### src/sv/dcfp_pkg.sv
// Shared types and constants for the display command frame parser.
// Depends on nothing; imported by every module of the block.
package dcfp_pkg;

    localparam int BYTE_W  = 8;
    localparam int KIND_W  = 2;
    localparam int FONT_W  = 2;
    localparam int POS_W   = 4;
    localparam int HDR_W   = 16;

    localparam logic [KIND_W-1:0] KIND_CLEAR = 2'd0;
    localparam logic [KIND_W-1:0] KIND_CHAR  = 2'd1;
    localparam logic [KIND_W-1:0] KIND_EMPTY = 2'd2;

    localparam logic [BYTE_W-1:0] CHAR_F    = 8'h46;
    localparam logic [BYTE_W-1:0] CHAR_E    = 8'h45;
    localparam logic [BYTE_W-1:0] CHAR_D    = 8'h44;
    localparam logic [BYTE_W-1:0] CHAR_L    = 8'h4C;
    localparam logic [BYTE_W-1:0] CHAR_PLUS = 8'h2B;
    localparam logic [BYTE_W-1:0] CHAR_ZERO = 8'h30;

    localparam logic [FONT_W-1:0] FONT_MAX  = 2'd2;

    // body byte positions, and the last header byte position
    localparam logic [POS_W-1:0] POS_PLUS    = 4'd0;
    localparam logic [POS_W-1:0] POS_COL_HI  = 4'd1;
    localparam logic [POS_W-1:0] POS_COL_LO  = 4'd2;
    localparam logic [POS_W-1:0] POS_LINE_HI = 4'd3;
    localparam logic [POS_W-1:0] POS_LINE_LO = 4'd4;
    localparam logic [POS_W-1:0] POS_FONT    = 4'd5;
    localparam logic [POS_W-1:0] POS_CNT_HI  = 4'd6;
    localparam logic [POS_W-1:0] POS_CNT_LO  = 4'd7;
    localparam logic [POS_W-1:0] POS_HDR_END = 4'd2;

    typedef enum logic [2:0] {
        PH_HEADER = 3'b001,
        PH_BODY   = 3'b010,
        PH_TEXT   = 3'b100
    } phase_t;

    typedef struct packed {
        logic [KIND_W-1:0] cmd_kind;
        logic [BYTE_W-1:0] cursor_x;
        logic [BYTE_W-1:0] cursor_y;
        logic [FONT_W-1:0] font_sel;
        logic [BYTE_W-1:0] char_code;
        logic [BYTE_W-1:0] char_index;
        logic              last_char;
    } result_t;

    typedef struct packed {
        logic       full;
        logic [1:0] level;
    } buf_status_t;

endpackage

### src/sv/display_command_frame_parser_top.sv
// Display command frame parser, top level: input register, parser, result buffer.
// Depends on dcfp_pkg, dcfp_parse and dcfp_out_buf.
//
// Usage:
//   Input channel rx_valid / rx_stall / rx_byte carries one received byte per
//   transfer. Output channel out_valid / out_stall carries one command result
//   per transfer (cmd_kind, cursor, font, character, index, last flag).
//   A byte is taken into the input register, parsed from there while the
//   two-entry output buffer is not full, and its result, if any, is written
//   into that buffer, from which it is offered on the output channel.
//   Throughput: one byte per cycle, set by the single parse step per cycle
//   and the output buffer never filling while the receiver keeps up.
//   When the receiver stalls, results queue in the output buffer; once it
//   holds two, parsing halts and rx_stall rises while a byte waits in the
//   input register.
//   Reset clears the parser to the header phase and empties both the input
//   register and the output buffer.
module display_command_frame_parser_top
    import dcfp_pkg::*;
(
    input  logic              clk,
    input  logic              rst_n,
    input  logic              rx_valid,
    output logic              rx_stall,
    input  logic [BYTE_W-1:0] rx_byte,
    output logic              out_valid,
    input  logic              out_stall,
    output logic [KIND_W-1:0] cmd_kind,
    output logic [BYTE_W-1:0] cursor_x,
    output logic [BYTE_W-1:0] cursor_y,
    output logic [FONT_W-1:0] font_sel,
    output logic [BYTE_W-1:0] char_code,
    output logic [BYTE_W-1:0] char_index,
    output logic              last_char
);

    logic              in_vld_reg;
    logic [BYTE_W-1:0] in_byte_reg;
    logic              fire;
    logic              res_valid;
    result_t           res;
    result_t           head;
    buf_status_t       buf_status;

    assign fire     = in_vld_reg && !buf_status.full;
    assign rx_stall = in_vld_reg && !fire;

    always_ff @(posedge clk or negedge rst_n)
    begin
        if (!rst_n)
        begin
            in_vld_reg <= 1'b0;
        end
        else if (!rx_stall)
        begin
            in_vld_reg <= rx_valid;
        end
    end

    always_ff @(posedge clk)
    begin
        if (rx_valid && !rx_stall)
        begin
            in_byte_reg <= rx_byte;
        end
    end

    dcfp_parse u_parse (
        .clk       (clk),
        .rst_n     (rst_n),
        .en        (fire),
        .rx_byte   (in_byte_reg),
        .res_valid (res_valid),
        .res       (res)
    );

    dcfp_out_buf u_out_buf (
        .clk       (clk),
        .rst_n     (rst_n),
        .push      (fire && res_valid),
        .push_data (res),
        .status    (buf_status),
        .out_valid (out_valid),
        .out_stall (out_stall),
        .head      (head)
    );

    assign cmd_kind   = head.cmd_kind;
    assign cursor_x   = head.cursor_x;
    assign cursor_y   = head.cursor_y;
    assign font_sel   = head.font_sel;
    assign char_code  = head.char_code;
    assign char_index = head.char_index;
    assign last_char  = head.last_char;

`ifndef NO_ASSERTIONS
    a_held_byte: assert property (@(posedge clk) disable iff (!rst_n)
        (in_vld_reg && !fire) |=> (in_vld_reg && $stable(in_byte_reg)))
        else $error("waiting input byte lost or changed");

    a_level_range: assert property (@(posedge clk) disable iff (!rst_n)
        buf_status.level != 2'd3)
        else $error("result buffer overfilled");

    a_clear_fields: assert property (@(posedge clk) disable iff (!rst_n)
        (fire && res_valid && res.cmd_kind == KIND_CLEAR) |->
        (res.cursor_x == '0 && res.cursor_y == '0 && res.font_sel == '0 && res.last_char))
        else $error("clear command with nonzero fields");

    a_non_char_last: assert property (@(posedge clk) disable iff (!rst_n)
        (out_valid && cmd_kind != KIND_CHAR) |-> (last_char && char_code == '0))
        else $error("non-character result without last flag");
`endif

endmodule

### src/sv/dcfp_parse.sv
// Frame parsing state machine: consumes one byte per enable, forms results.
// Depends on dcfp_pkg.
module dcfp_parse
    import dcfp_pkg::*;
(
    input  logic              clk,
    input  logic              rst_n,
    input  logic              en,
    input  logic [BYTE_W-1:0] rx_byte,
    output logic              res_valid,
    output result_t           res
);

    phase_t            phase_reg, phase_next;
    logic [POS_W-1:0]  byte_pos_reg, byte_pos_next;
    logic [HDR_W-1:0]  header_reg, header_next;
    logic [BYTE_W-1:0] tens_reg, tens_next;
    logic [BYTE_W-1:0] held_x_reg, held_x_next;
    logic [BYTE_W-1:0] held_y_reg, held_y_next;
    logic [FONT_W-1:0] held_font_reg, held_font_next;
    logic [BYTE_W-1:0] text_left_reg, text_left_next;
    logic [BYTE_W-1:0] text_pos_reg, text_pos_next;

    logic [BYTE_W-1:0] digit;
    logic [BYTE_W-1:0] pair;
    logic [BYTE_W-1:0] tens;
    logic              last;

    assign digit = rx_byte - CHAR_ZERO;
    assign pair  = tens_reg + digit;
    assign tens  = {digit[4:0], 3'b000} + {digit[6:0], 1'b0};
    assign last  = (text_left_reg == 8'd1);

    always_comb
    begin
        phase_next     = phase_reg;
        byte_pos_next  = byte_pos_reg;
        header_next    = header_reg;
        tens_next      = tens_reg;
        held_x_next    = held_x_reg;
        held_y_next    = held_y_reg;
        held_font_next = held_font_reg;
        text_left_next = text_left_reg;
        text_pos_next  = text_pos_reg;
        res_valid      = 1'b0;
        res            = '0;
        unique case (phase_reg)
            PH_BODY:
            begin
                case (byte_pos_reg)
                    POS_PLUS:    header_next = {8'h00, rx_byte};
                    POS_COL_HI,
                    POS_LINE_HI,
                    POS_CNT_HI:  tens_next = tens;
                    POS_COL_LO:  held_y_next = pair;
                    POS_LINE_LO: held_x_next = pair;
                    POS_FONT:    held_font_next = (digit <= {6'd0, FONT_MAX}) ?
                                                  digit[FONT_W-1:0] : '0;
                    default:     text_left_next = pair;
                endcase
                if (byte_pos_reg < POS_CNT_LO)
                begin
                    byte_pos_next = byte_pos_reg + 4'd1;
                end
                else
                begin
                    byte_pos_next = '0;
                    text_pos_next = '0;
                    header_next   = '0;
                    if (header_reg != {8'h00, CHAR_PLUS})
                    begin
                        phase_next = PH_HEADER;
                    end
                    else if (pair == 8'd0)
                    begin
                        phase_next         = PH_HEADER;
                        res_valid          = 1'b1;
                        res.cmd_kind       = KIND_EMPTY;
                        res.cursor_x       = held_x_reg;
                        res.cursor_y       = held_y_reg;
                        res.font_sel       = held_font_reg;
                        res.last_char      = 1'b1;
                    end
                    else
                    begin
                        phase_next = PH_TEXT;
                    end
                end
            end
            PH_TEXT:
            begin
                res_valid      = 1'b1;
                res.cmd_kind   = KIND_CHAR;
                res.cursor_x   = held_x_reg;
                res.cursor_y   = held_y_reg;
                res.font_sel   = held_font_reg;
                res.char_code  = rx_byte;
                res.char_index = text_pos_reg;
                res.last_char  = last;
                text_pos_next  = text_pos_reg + 8'd1;
                text_left_next = text_left_reg - 8'd1;
                if (last)
                begin
                    phase_next = PH_HEADER;
                end
            end
            default:
            begin
                phase_next = PH_HEADER;
                if (byte_pos_reg < POS_HDR_END)
                begin
                    header_next   = {header_reg[7:0], rx_byte};
                    byte_pos_next = byte_pos_reg + 4'd1;
                end
                else
                begin
                    byte_pos_next = '0;
                    header_next   = '0;
                    if (header_reg[15:8] == CHAR_F && header_reg[7:0] == CHAR_E &&
                        rx_byte == CHAR_E)
                    begin
                        phase_next = PH_BODY;
                    end
                    else if (header_reg[15:8] == CHAR_D && header_reg[7:0] == CHAR_E &&
                             rx_byte == CHAR_L)
                    begin
                        res_valid     = 1'b1;
                        res.cmd_kind  = KIND_CLEAR;
                        res.last_char = 1'b1;
                    end
                end
            end
        endcase
    end

    always_ff @(posedge clk or negedge rst_n)
    begin
        if (!rst_n)
        begin
            phase_reg     <= PH_HEADER;
            byte_pos_reg  <= '0;
            header_reg    <= '0;
            tens_reg      <= '0;
            held_x_reg    <= '0;
            held_y_reg    <= '0;
            held_font_reg <= '0;
            text_left_reg <= '0;
            text_pos_reg  <= '0;
        end
        else if (en)
        begin
            phase_reg     <= phase_next;
            byte_pos_reg  <= byte_pos_next;
            header_reg    <= header_next;
            tens_reg      <= tens_next;
            held_x_reg    <= held_x_next;
            held_y_reg    <= held_y_next;
            held_font_reg <= held_font_next;
            text_left_reg <= text_left_next;
            text_pos_reg  <= text_pos_next;
        end
    end

endmodule

### src/sv/dcfp_out_buf.sv
// Two-entry result buffer between the parser and the output channel.
// Depends on dcfp_pkg.
module dcfp_out_buf
    import dcfp_pkg::*;
(
    input  logic        clk,
    input  logic        rst_n,
    input  logic        push,
    input  result_t     push_data,
    output buf_status_t status,
    output logic        out_valid,
    input  logic        out_stall,
    output result_t     head
);

    logic [1:0] level_reg, level_next;
    result_t    slot0_reg;
    result_t    slot1_reg;
    logic       pop;

    assign pop         = out_valid && !out_stall;
    assign out_valid   = (level_reg != 2'd0);
    assign head        = slot0_reg;
    assign status.full  = (level_reg == 2'd2);
    assign status.level = level_reg;

    always_comb
    begin
        level_next = level_reg;
        case ({push, pop})
            2'b10:   level_next = level_reg + 2'd1;
            2'b01:   level_next = level_reg - 2'd1;
            default: level_next = level_reg;
        endcase
    end

    always_ff @(posedge clk or negedge rst_n)
    begin
        if (!rst_n)
        begin
            level_reg <= '0;
        end
        else
        begin
            level_reg <= level_next;
        end
    end

    always_ff @(posedge clk)
    begin
        case ({push, pop})
            2'b10:
            begin
                if (level_reg == 2'd0)
                begin
                    slot0_reg <= push_data;
                end
                else
                begin
                    slot1_reg <= push_data;
                end
            end
            2'b01:
            begin
                slot0_reg <= slot1_reg;
            end
            2'b11:
            begin
                if (level_reg == 2'd1)
                begin
                    slot0_reg <= push_data;
                end
                else
                begin
                    slot0_reg <= slot1_reg;
                    slot1_reg <= push_data;
                end
            end
            default:
            begin
                slot0_reg <= slot0_reg;
            end
        endcase
    end

endmodule
### config.mk
export PLATFORM = sky130hd
export DESIGN_NAME = display_command_frame_parser_top
export DESIGN_NICKNAME = d
export VERILOG_FILES = /design/src/sv/dcfp_pkg.sv /design/src/sv/display_command_frame_parser_top.sv /design/src/sv/dcfp_parse.sv /design/src/sv/dcfp_out_buf.sv
export SDC_FILE = /design/constraint.sdc
export NUM_CORES = 1
export LEC_CHECK = 0
export ABC_AREA = 1
export ABC_CLOCK_PERIOD_IN_PS = 4800
export BUFFER_PORTS_ARGS = -buffer_cell sky130_fd_sc_hd__buf_2
export CORE_MARGIN = 4
export CORE_UTILIZATION = 35
export CTS_BUF_LIST = sky130_fd_sc_hd__clkbuf_16
export CTS_CLUSTER_SIZE = 30
export DETAILED_ROUTE_END_ITERATION = 10
export PLACE_DENSITY_LB_ADDON = 0.15
export SYNTH_ARGS = -nofsm -noshare
export SYNTH_HDL_FRONTEND = slang
export SYNTH_SLANG_ARGS = --single-unit
export TNS_END_PERCENT = 1
### constraint.sdc
create_clock -name clk -period 4.8 [get_ports clk]
set_input_delay 0 -clock clk [delete_from_list [all_inputs] [get_ports clk]]
set_output_delay 0 -clock clk [all_outputs]
set_load 0.01 [all_outputs]
Word level (Yosys, flattened, before mapping). Index checks and enable logic that the tools add are counted.

Flip-flop bits (word level): 150. Bits in latches: 0. Memory bits (writable): 0. Bits in read-only memories: 0. Input bits: 12. Word-level logic and storage cells: 139. Memories: 0.

Add/subtract/negate cells: 8. Multipliers: 0. Div/mod/pow operators: 0. $lt $le $gt $ge: 3. Eq/ne operators: 27. Shifts and indexed selects: 0. Mux-type cells: 40. Bitwise logic cells: 1. Reduce and logical (&&, ||, !) cells: 34.

Operator list (number): 2-to-1 mux 37 bit (4); one-hot mux 37 bit (3 select lines) (1); one-hot mux 37 bit (2 select lines) (1); 2-to-1 mux 16 bit (4); 2-to-1 mux 20 bit (3); == test 8 x 7 -> 1 bit, second input constant (5); one-hot mux 18 bit (2 select lines) (1); one-hot mux 16 bit (2 select lines) (1); one-hot mux 8 bit (2 select lines) (2); AND reduction 3 bit (9); adder 8 bit (2); 2-to-1 mux 8 bit (2); inequality test 16 x 6 -> 1 bit, second input constant (1); 2-to-1 mux 3 bit (5); == test 4 x 3 -> 1 bit, second input constant (3); logical AND 1 bit (9); adder 8 x 1 -> 8 bit, second input constant (1); == test 4 x 2 -> 1 bit, second input constant (2); == test 8 x 1 -> 1 bit, second input constant (1); <= comparator 8 x 2 -> 1 bit, second input constant (1); logical NOT 8 bit (1); 2-to-1 mux 4 bit (2); inequality test 2 bit, second input constant (4); one-hot mux 2 bit (2 select lines) (2); 28 further kinds (46).

Depth between registers and ports, before layout.
Depth after elaboration: 11. Depth in mapped cells: 20. Mapped depth without buffers: 19.

Hierarchy. A second synthesis with hierarchy kept.

Cell total of the unflattened synthesis: 801. Area, all modules: 7533.5 um2.

Modules (own cells, without submodules): dcfp_parse (times used 1, cells each 550, area an instance 4147.7 um2, seq. area each 1602.8 um2); dcfp_out_buf (times used 1, cells each 232, area an instance 3076.7 um2, seq. area each 2272.2 um2); display_command_frame_parser_top (times used 1, cells each 19, area an instance 309.0 um2, seq. area each 265.3 um2).

Worst setup path after synthesis. No wires, ideal clock.

Path type: flip-flop to flip-flop. Start: register in_byte_reg[4]. End: register u_out_buf.slot1_reg[0] (netlist bit), enable pin. Setup time: 444 ps. Arrival time: 4279 ps. Required time: 4356 ps. Slack: 78 ps. Cell stages (with the launch flop): 16. Period minus slack after synthesis: 4722 ps. Cells stage by stage: edfxtp_1 > ha_1 > xnor2_1 > ha_1 > a21oi_1 > nand2_1 > nor2_1 > nand2_1 > nand2_2 > nand4_4 > nand3_1 > nand2_1 > inv_1 > ha_1 > o21ai_0 > a21oi_1.

Cells in the longest elaborated chain, start to end: 11. Elaborated cells on any way between the ends: 21. Classes of those cells: add/sub (2); eq/ne (6); mux (7); reduce/logical (6).

Ends and longest elaborated chain: start, declared (line display_command_frame_parser_top.sv:38) `logic [BYTE_W-1:0] in_byte_reg;`; start signal, assigned (line display_command_frame_parser_top.sv:64) `in_byte_reg <= rx_byte;`; subtractor 8 x 6 -> 8 bit (line dcfp_parse.sv:29) `assign digit = rx_byte - CHAR_ZERO;`; adder 8 bit (line dcfp_parse.sv:30) `assign pair = tens_reg + digit;`; logical NOT 8 bit (line dcfp_parse.sv:74) `else if (pair == 8'd0)`; 2-to-1 mux 1 bit (line dcfp_parse.sv:74); 2-to-1 mux 1 bit (line dcfp_parse.sv:70) `if (header_reg != {8'h00, CHAR_PLUS})`; 2-to-1 mux 1 bit (line dcfp_parse.sv:61) `if (byte_pos_reg < POS_CNT_LO)`; one-hot mux 1 bit (2 select lines) (*) (line dcfp_parse.sv:47) `unique case (phase_reg)`; logical AND 1 bit (*) (line display_command_frame_parser_top.sv:80) `.push (fire && res_valid),`; == test 2 bit (line dcfp_out_buf.sv:51) `case ({push, pop})`; inequality test 2 bit (no source line) or nonzero test 2 bit (tied branches); AND reduction 3 bit (no source line) (*); end signal, assigned (line dcfp_out_buf.sv:60) `slot1_reg <= push_data;`; end signal, assigned (line dcfp_out_buf.sv:76) `slot1_reg <= push_data;`; end, declared (line dcfp_out_buf.sv:18) `result_t slot1_reg;`.

Every way passes the cells marked *; elsewhere a longest branch is shown, timed or not. A chain may end at the register's enable or synchronous reset.

Final worst setup path.
Start: register in_byte_reg[4]. End: register u_out_buf.slot1_reg[28] (netlist bit), enable pin.

The elaborated chain is that of the path after synthesis.

==> results.json <==
{
  "status": "completed",
  "start_util": 0.361,
  "grt.total_usage": 0.145,
  "die_width_um": 153,
  "cpPeakStageDelay_ns": 0.50,
  "finalCritPeriodShare": 0.800,
  "synth_top_area_share": 0.333,
  "cp.required_ns": 4.86,
  "yosys-top-cells-area": "edfxtp_1 33%, dfrtp_1 22%, inv_1 7.2%",
  "syn_inst": 776,
  "path_class": "reg -> reg",
  "crit_fanout": 37,
  "grt-ovfl-total": 0,
  "power_uw": 4870,
  "vias_per_cell": 4.67,
  "numClockSinks": 149,
  "io_buffers": 50,
  "final_util": 0.420,
  "ys_ff_latch": 149,
  "cts-resized-gates": 0,
  "syn_area_per_cell_um2": 9.53,
  "crit_arrival_ns": 3.90,
  "finalCriticalPeriod_ns": 3.84,
  "hold_viol": 0,
  "path_buf_inv": 2,
  "cts_tree": "built",
  "ys_types": 44,
  "critPathSlowestCell": "edfxtp_1",
  "pre_cts_ws_ns": 0.936,
  "path_cells": "ha_1 > xnor2_1 > ha_1 > a21oi_1 > nand2_1 > nor2_1 > nand2_1 > nand2_2 > nand4_4 > nand3_1 > nand2_1 > inv_1 > ha_1 > o21ai_0 > a21oi_4 > buf_4",
  "htreeDepth": 4,
  "powerDensity_nw_per_um2": 565,
  "hp-class": "in -> reg",
  "routed_wl_um": 16300,
  "numCtsBuffers": 17,
  "finalSetupViolCount": 0,
  "synth_warnings": 0,
  "fin_nets": 882,
  "io_pins": 51,
  "grt_pass1_wl_um": 27200,
  "cap_violations": 0,
  "irDropWorstVdd_v": 0.000252,
  "drt-wirelength-per-cell_um": 14.5,
  "max_freq_mhz": 260,
  "area_delta_synth_final_pct": 16.5,
  "drive_above_1_share": 0.156,
  "yosysTopAreaCell": "edfxtp_1",
  "diodes": 0,
  "clock-root-buffer": "clkbuf_16",
  "rsz0062_at_grt": "false",
  "final.setup.tns_ns": 0,
  "seq_area_frac_synth": 0.560,
  "routabilityCongestion": 0.821,
  "relSlewSlack": 0.433,
  "drt_iter0_drc": 312,
  "grt_max_degree": 38,
  "worst_setup_path_start_kind": "register",
  "slew_viol_final": 0,
  "setup_ws_ns": 0.960,
  "worst_slew_pin_slew_ns": 0.847,
  "syn_area_um2": 7390,
  "syn_nets": 816,
  "die-height_um": 153,
  "leakage_uw": 0.00384,
  "dr.pass1.iters": 4,
  "crit_family": "simple AND/OR/NAND/NOR gates",
  "drtAntennaViolNets": 0,
  "clock_latency_ns": 0.43,
  "die-area_um2": 23500,
  "vias": 5254,
  "rows": 52,
  "core_area_um2": 20500,
  "endpoint_kind": "register",
  "fin_skew_ns": 0.00793,
  "clk_path_buf_depth": 2,
  "dp_hpwl_um": 11300,
  "grt_pass1_vias": 5212,
  "drc_errors": 0,
  "grt_antenna_before_repair": 0,
  "clk_pin_slew_ns": 0.06
}
==> synth_stat cells, drive strengths merged <==
| cell type | count |
|---|---|
| inv | 146 |
| nand2 | 128 |
| o21ai | 91 |
| edfxtp | 82 |
| nor2 | 77 |
| dfrtp | 66 |
| nand3 | 63 |
| ha | 26 |
| a21oi | 12 |
| buf | 12 |
| o22ai | 10 |
| o31ai | 9 |
| xor2 | 9 |
| nor3 | 8 |
| clkbuf | 7 |
| nand4 | 7 |
| xnor2 | 5 |
| nor4 | 3 |
| o211ai | 3 |
| fa | 2 |
| nor3b | 2 |
| a22o | 1 |
| a31oi | 1 |
| a32o | 1 |
| and2 | 1 |
| and3 | 1 |
| clkinv | 1 |
| dfstp | 1 |
| mux2 | 1 |
==> power by group <==
group	total [uW]	internal, uW	switching [uW]
registers	1930	1750	180
clock network	1330	770	564
logic	1600	503	1100
==> routing by layer <==
layer	vias up	GRT usage	wire length (um)
met1	2459	0.204	8250
met5	-	0	0
met2	92	0.221	7130
met3	25	0.0317	634
li1	2678	-	-
met4	0	0.0534	306
==> worst reg2reg max path, stage by stage (launching register included) <==
cell and delay, ns:
edfxtp_1 0.50, ha_1 0.27, xnor2_1 0.27, ha_1 0.33, a21oi_1 0.24, nand2_1 0.08
nor2_1 0.11, nand2_1 0.07, nand2_2 0.14, nand4_4 0.18, nand3_1 0.14, nand2_1 0.10
inv_1 0.09, ha_1 0.21, o21ai_0 0.14, a21oi_4 0.13, buf_4 0.45
==> worst paths after layout <==
path,endpoint,cells after the start,from,slack (ns)
worst max-delay path,u_out_buf.slot1_reg[28],16,in_byte_reg[4],0.96
worst min-delay path,u_out_buf.level_reg[0],4,out_stall,0.17
worst max register to register,u_out_buf.slot1_reg[28],16,in_byte_reg[4],0.96
worst min register to register,in_vld_reg,2,in_vld_reg,0.49
max in group asynchronous,u_parse.held_y_reg[2],3,rst_n,3.60
min in group asynchronous,u_parse.header_reg[14],2,rst_n,0.21
==> cells by family after synthesis <==
kind of cell | after synthesis | synth area share
buffers and inverters | 166 | 0.0902
adder cells (fa/ha/maj) | 28 | 0.0494
flip-flops | 149 | 0.560
multiplexers | 1 | 0.00152
AND/OR/NAND/NOR | 290 | 0.187
AO/OA/AOI/OAI | 128 | 0.0953
XOR/XNOR | 14 | 0.0166
==> through the flow <==
stage | std cells | area, um^2 | hold slack (ns)
after floorplan | 776 | 7390 | -0.296
after global placement | 1083 | 7930 | 0.159
after detailed placement | 1083 | 7930 | 0.152
after CTS | 1125 | 8610 | 0.158
after global routing | 1125 | 8610 | 0.213
final | 1125 | 8610 | 0.171
==> cell type report <==
class                      instances  area (um^2)
clock buffer                      17          425
tap                              270          338
fill                            2029        11900
inverter                         147          557
clock inverter                    15          155
multi-input combinational        461         2600
timing repair buffer              66          395
sequential                       149         4140
==> what timing repair did <==
item                                    4_1_cts  5_1_grt
hold buffers                                 10        0
endpoints found under the setup margin        0        0
setup buffers                                 0        0
hold endpoints to repair                     40        0
==> layout by cell type, fill, tap and decap left out, types with 2 or more instances in the layout <==
master | synthesis | final
clkbuf_16 | 0 | 17
inv_6 | 1 | 5
buf_4 | 0 | 6
nand2_2 | 6 | 6
a21oi_1 | 12 | 11
dfrtp_1 | 66 | 66
nand3_2 | 11 | 11
dlygate4sd3_1 | 0 | 10
nor3b_1 | 2 | 2
ha_1 | 26 | 26
o21ai_0 | 84 | 84
o21ai_1 | 4 | 3
fa_1 | 2 | 2
clkinvlp_4 | 0 | 3
buf_2 | 9 | 50
xor2_1 | 9 | 9
inv_1 | 142 | 144
nor3_1 | 7 | 7
clkinv_2 | 0 | 2
nor2_4 | 3 | 3
o211ai_1 | 3 | 3
xnor2_1 | 5 | 5
o22ai_1 | 10 | 10
o21ai_2 | 3 | 4
bufinv_16 | 0 | 2
edfxtp_1 | 82 | 82
nand3_1 | 52 | 52
o31ai_1 | 9 | 9
inv_2 | 3 | 3
nand4_1 | 6 | 6
nand2_1 | 120 | 120
nor4_1 | 3 | 3
nor2_1 | 62 | 62
nor2_2 | 12 | 12
(Power assumes the default switching activity.)
